<file path="config.mk">
export PLATFORM = sky130hd
export DESIGN_NAME = chg_turn
export DESIGN_NICKNAME = d
export VERILOG_FILES = /design/src/rtl/chg_pkg.sv /design/src/rtl/chg_turn.sv
export SDC_FILE = /design/constraint.sdc
export NUM_CORES = 2
export LEC_CHECK = 0
export BUFFER_PORTS_ARGS = -buffer_cell sky130_fd_sc_hd__clkbuf_2
export CAP_MARGIN = 30
export CORE_UTILIZATION = 54
export CTS_BUF_LIST = sky130_fd_sc_hd__clkbuf_4 sky130_fd_sc_hd__clkbuf_8
export CTS_CLUSTER_DIAMETER = 40
export DETAILED_ROUTE_END_ITERATION = 12
export PLACE_DENSITY = 0.7
export SYNTH_ARGS = -nofsm -noshare
export SYNTH_HDL_FRONTEND = slang
export SYNTH_SLANG_ARGS = --single-unit
</file>
<file path="constraint.sdc">
create_clock -name clk -period 7.5 [get_ports clk]
set_clock_uncertainty 0.2 [all_clocks]
set_input_delay 0.75 -clock clk [delete_from_list [all_inputs] [get_ports clk]]
set_output_delay 0.75 -clock clk [all_outputs]
set_load 0.02 [all_outputs]
</file>
<file path="src/rtl/chg_pkg.sv">
`timescale 1ns / 1ps
// Shared types and constants of the Graham-scan convex hull core.
// No dependencies.
package chg_pkg;

  localparam int MAX_RESULTS = 64;  // cap on vertices emitted per set
  localparam int MIN_HULL    = 3;   // fewer points are emitted as they are
  localparam int CMP_LAT     = 2;   // pipeline stages of the turn unit

  typedef enum logic [4:0] {
    S_LOAD,
    S_PV_RD,
    S_PV_CHK,
    S_SWAP_RD,
    S_SWAP_WR,
    S_SWAP_W0,
    S_SORT_RD,
    S_SORT_KEY,
    S_INS_RD,
    S_INS_LD,
    S_INS_CMP,
    S_SC_INIT_RD,
    S_SC_INIT,
    S_SC_RD,
    S_SC_LD,
    S_SC_TEST,
    S_SC_CMP,
    S_SC_SEC,
    S_EMIT_RD,
    S_EMIT_LD,
    S_EMIT_OUT
  } state_t;

  typedef struct packed {
    logic turn_pos;   // o->a->b turns left
    logic turn_zero;  // collinear
    logic dist_lt;    // |a-o|^2 < |b-o|^2
  } turn_res_t;

endpackage

</file>
<file path="src/rtl/chg_turn.sv">
`timescale 1ns / 1ps
// Pipelined orientation and distance unit: cross product sign of o->a->b
// and squared distance compare from o. Depends on chg_pkg.
module chg_turn #(
  parameter int CW = 16
) (
  input  logic                 clk,
  input  logic signed [CW-1:0] ox,
  input  logic signed [CW-1:0] oy,
  input  logic signed [CW-1:0] ax,
  input  logic signed [CW-1:0] ay,
  input  logic signed [CW-1:0] bx,
  input  logic signed [CW-1:0] by,
  output chg_pkg::turn_res_t   res
);

  localparam int DW = CW + 1;
  localparam int PW = 2 * DW;

  logic signed [DW-1:0] dax_r, day_r, dbx_r, dby_r;
  logic signed [PW-1:0] l_r, r_r, sax_r, say_r, sbx_r, sby_r;
  logic signed [PW:0]   da2, db2;

  // stage 1: differences
  always_ff @(posedge clk) begin
    dax_r <= DW'(ax) - DW'(ox);
    day_r <= DW'(ay) - DW'(oy);
    dbx_r <= DW'(bx) - DW'(ox);
    dby_r <= DW'(by) - DW'(oy);
  end

  // stage 2: products
  always_ff @(posedge clk) begin
    l_r   <= PW'(dax_r) * PW'(dby_r);
    r_r   <= PW'(day_r) * PW'(dbx_r);
    sax_r <= PW'(dax_r) * PW'(dax_r);
    say_r <= PW'(day_r) * PW'(day_r);
    sbx_r <= PW'(dbx_r) * PW'(dbx_r);
    sby_r <= PW'(dby_r) * PW'(dby_r);
  end

  assign da2 = (PW+1)'(sax_r) + (PW+1)'(say_r);
  assign db2 = (PW+1)'(sbx_r) + (PW+1)'(sby_r);

  assign res.turn_pos  = l_r > r_r;
  assign res.turn_zero = l_r == r_r;
  assign res.dist_lt   = da2 < db2;

endmodule

</file>
==> impl_metrics.py <==
metrics = {
    "setup_path": {
        "crit_path_end_kind": "flip-flop",
        "cp_max_fo": 8,
        "path_class": "reg2reg",
        "worstPathRequired_ns": 7.89,
        "worstPathArrival_ns": 7.62,
        "critical_path.startpoint": "dbx_r[4]",
        "reg2reg_from": "dbx_r[4]",
        "start_kind": "flip-flop",
    },
    "grt": {
        "grt_use_total": 0.287,
        "grt_max_degree": 53,
        "grt_pass1_wl_mm": 302,
        "gr-total-overflow": 0,
        "antenna_found_initial": 13,
        "first_global_vias": 57200,
    },
    "timing": {
        "finalCritPeriodShare": 0.963,
        "worstMarginPinSlew_ns": 1.13,
        "slew_violations": 0,
        "period_needed_ns": 7.22,
        "setup_violations": 0,
        "max_slew_margin": 0.241,
        "hold_violations": 0,
        "rsz0062_at_grt": "false",
        "layout_setup_ws_ns": 0.275,
        "timing.hold.ws_ns": 0.146,
        "fmax_mhz": 138,
        "fin_tns_setup_ns": 0,
    },
    "place": {
        "gp_routability_congestion": 0.922,
        "place_hpwl_mm": 158,
        "dp_worst_setup_slack_ns": 0.238,
        "io_buffers": 99,
    },
    "cells_and_area": {
        "n_fill_cell": 11700,
        "drive_above_1_share": 0.0580,
        "areaGrowthSynthToFinish_pct": 6.62,
        "fin_nets": 10400,
    },
    "detailed_routing": {
        "avgRoutedWirePerCell_um": 19.1,
        "dr.pass1.iters": 6,
        "ant_nets": 0,
        "drc": 0,
        "routed_wirelength_mm": 185,
        "viasPerCell": 5.32,
        "drtIter0Drc": 3068,
        "via_count": 51700,
    },
    "clock_tree": {
        "numCtsBuffers": 68,
        "cts_setup_buffers": 0,
        "hold_buffers": 0,
        "htreeDepth": 3,
        "clkLatencyLatePin_ns": 0.71,
        "clock-sinks": 268,
        "cts_tree": "done",
        "cts.clk_slew.worst_paths_ns": 0.06,
        "clockRootBuffer": "clkbuf_8",
        "cts_buffer_depth": 3,
    },
    "logic_synthesis": {
        "synth_edf_count": 0,
        "yosysWarnings": 0,
        "synth_ff_type": "dfxtp_1",
        "synth_cell_types": 77,
        "syn_inst": 7777,
        "yosysMostFrequentCell": "inv_1",
        "synth_commonest_cells": "inv_1, fa_1, ha_1",
        "synth.area.top_cells": "fa_1, ha_1, inv_1, dfxtp_1, and2_1",
        "synth_area_per_cell_um2": 9.35,
        "syn-num-nets": 10300,
        "synth_top_area_share": 0.457,
        "yosysSeqAreaShare": 0.0738,
        "synth-async-reset-ratio": 0,
        "synth_area_mm2": 0.0727,
        "synth_top_area_cell": "fa_1",
        "ys_ff_latch": 268,
    },
    "floorplan": {
        "fp.dieW_um": 369,
        "io_pins": 100,
        "die_area_mm2": 0.136,
        "die_h_um": 369,
        "initial_core_util": 0.545,
        "rows": 134,
        "core_area_mm2": 0.133,
    },
    "worst_hold_path": {
        "hp-start": "oy[0]",
        "hp-class": "in2reg",
    },
    "job": {
        "drv_cap": 0,
    },
    "outcome": {
        "status": "finished clean",
    },
}
-- critical path, cell delays in order, from the launching register on --
cell and delay [ns]:
dfxtp_1 0.57, and2_1 0.37, inv_1 0.11, fa_1 0.54, inv_1 0.05, fa_1 0.53
inv_1 0.05, fa_1 0.38, inv_1 0.07, fa_1 0.43, fa_1 0.54, inv_1 0.05
fa_1 0.47, inv_1 0.04, ha_1 0.33, and2_1 0.21, nand3_1 0.10, nor3_1 0.51
o21bai_1 0.21, and2_1 0.23, o31a_1 0.30, o21ai_1 0.29, o21a_1 0.21, a21oi_1 0.09
xnor2_1 0.21
-- final cells by class --
class,instances,area (um2),share of cell area
Multi-Input combinational cell,5236,58800,0.759
Inverter,2045,7680,0.0990
Sequential cell,268,5370,0.0693
Tap cell,1768,2210,0.0285
Timing Repair Buffer,281,1990,0.0256
Clock buffer,80,1060,0.0137
Clock inverter,37,392,0.00505
Antenna cell,2,5.00,0.0000646
-- stage by stage --
stage                util  std cells  cell area [um2]
detailed placement  0.570       9596            76000
global route        0.581       9716            77500
floorplan               -       7777            72700
finish              0.581       9717            77500
global placement    0.569       9593            76000
CTS                 0.581       9713            77500
-- cell usage in the layout (no fill, tap or decap), drive strengths merged, types with 86 or more instances in the layout --
cell / instances
clkbuf: 179
nand2: 663
o21ai: 131
nor2: 337
xnor2: 259
inv: 2040
xor2: 86
fa: 1659
a21oi: 193
ha: 739
dfxtp: 268
a21o: 110
and2: 447
buf: 182
-- path summary, 6_finish.rpt --
check | to | slack [ns] | cells after the start
setup / recovery | sbx_r[31] | 0.28 | 24
hold / removal | day_r[0] | 0.15 | 3
setup reg to reg | sbx_r[31] | 0.28 | 24
hold reg to reg | sax_r[0] | 0.53 | 1
-- what timing repair did --
item | in CTS | in global routing
hold endpoints to repair | 0 | 0
endpoints found under the setup margin | 0 | 4
gates resized for setup | 0 | 4
-- registers in the layout (all words and copies together), names as in the netlist --
name	count
dax_r	17
day_r	17
dbx_r	17
dby_r	17
l_r	34
r_r	34
sax_r	33
say_r	33
sbx_r	33
sby_r	33
-- metal layers --
layer	share of wire	track usage
met5	0.00031	0
met4	0.052	0.127
met3	0.077	0.0547
met2	0.47	0.474
met1	0.40	0.368
-- kinds of logic (layout without fill, tap and decap cells) --
logic type | after synthesis | in the layout | share of synthesized area
fa+ha+maj | 2398 | 2398 | 0.584
flops | 268 | 268 | 0.0738
buf+inv | 2273 | 2443 | 0.117
simple gates | 1776 | 1776 | 0.117
other cells | 0 | 2 | 0
mux | 4 | 4 | 0.000551
xor+xnor | 345 | 345 | 0.0416
compound gates | 713 | 713 | 0.0653
Power is not shown: default switching activity piles up to over one toggle a cycle in this logic, so the estimate is an artifact.
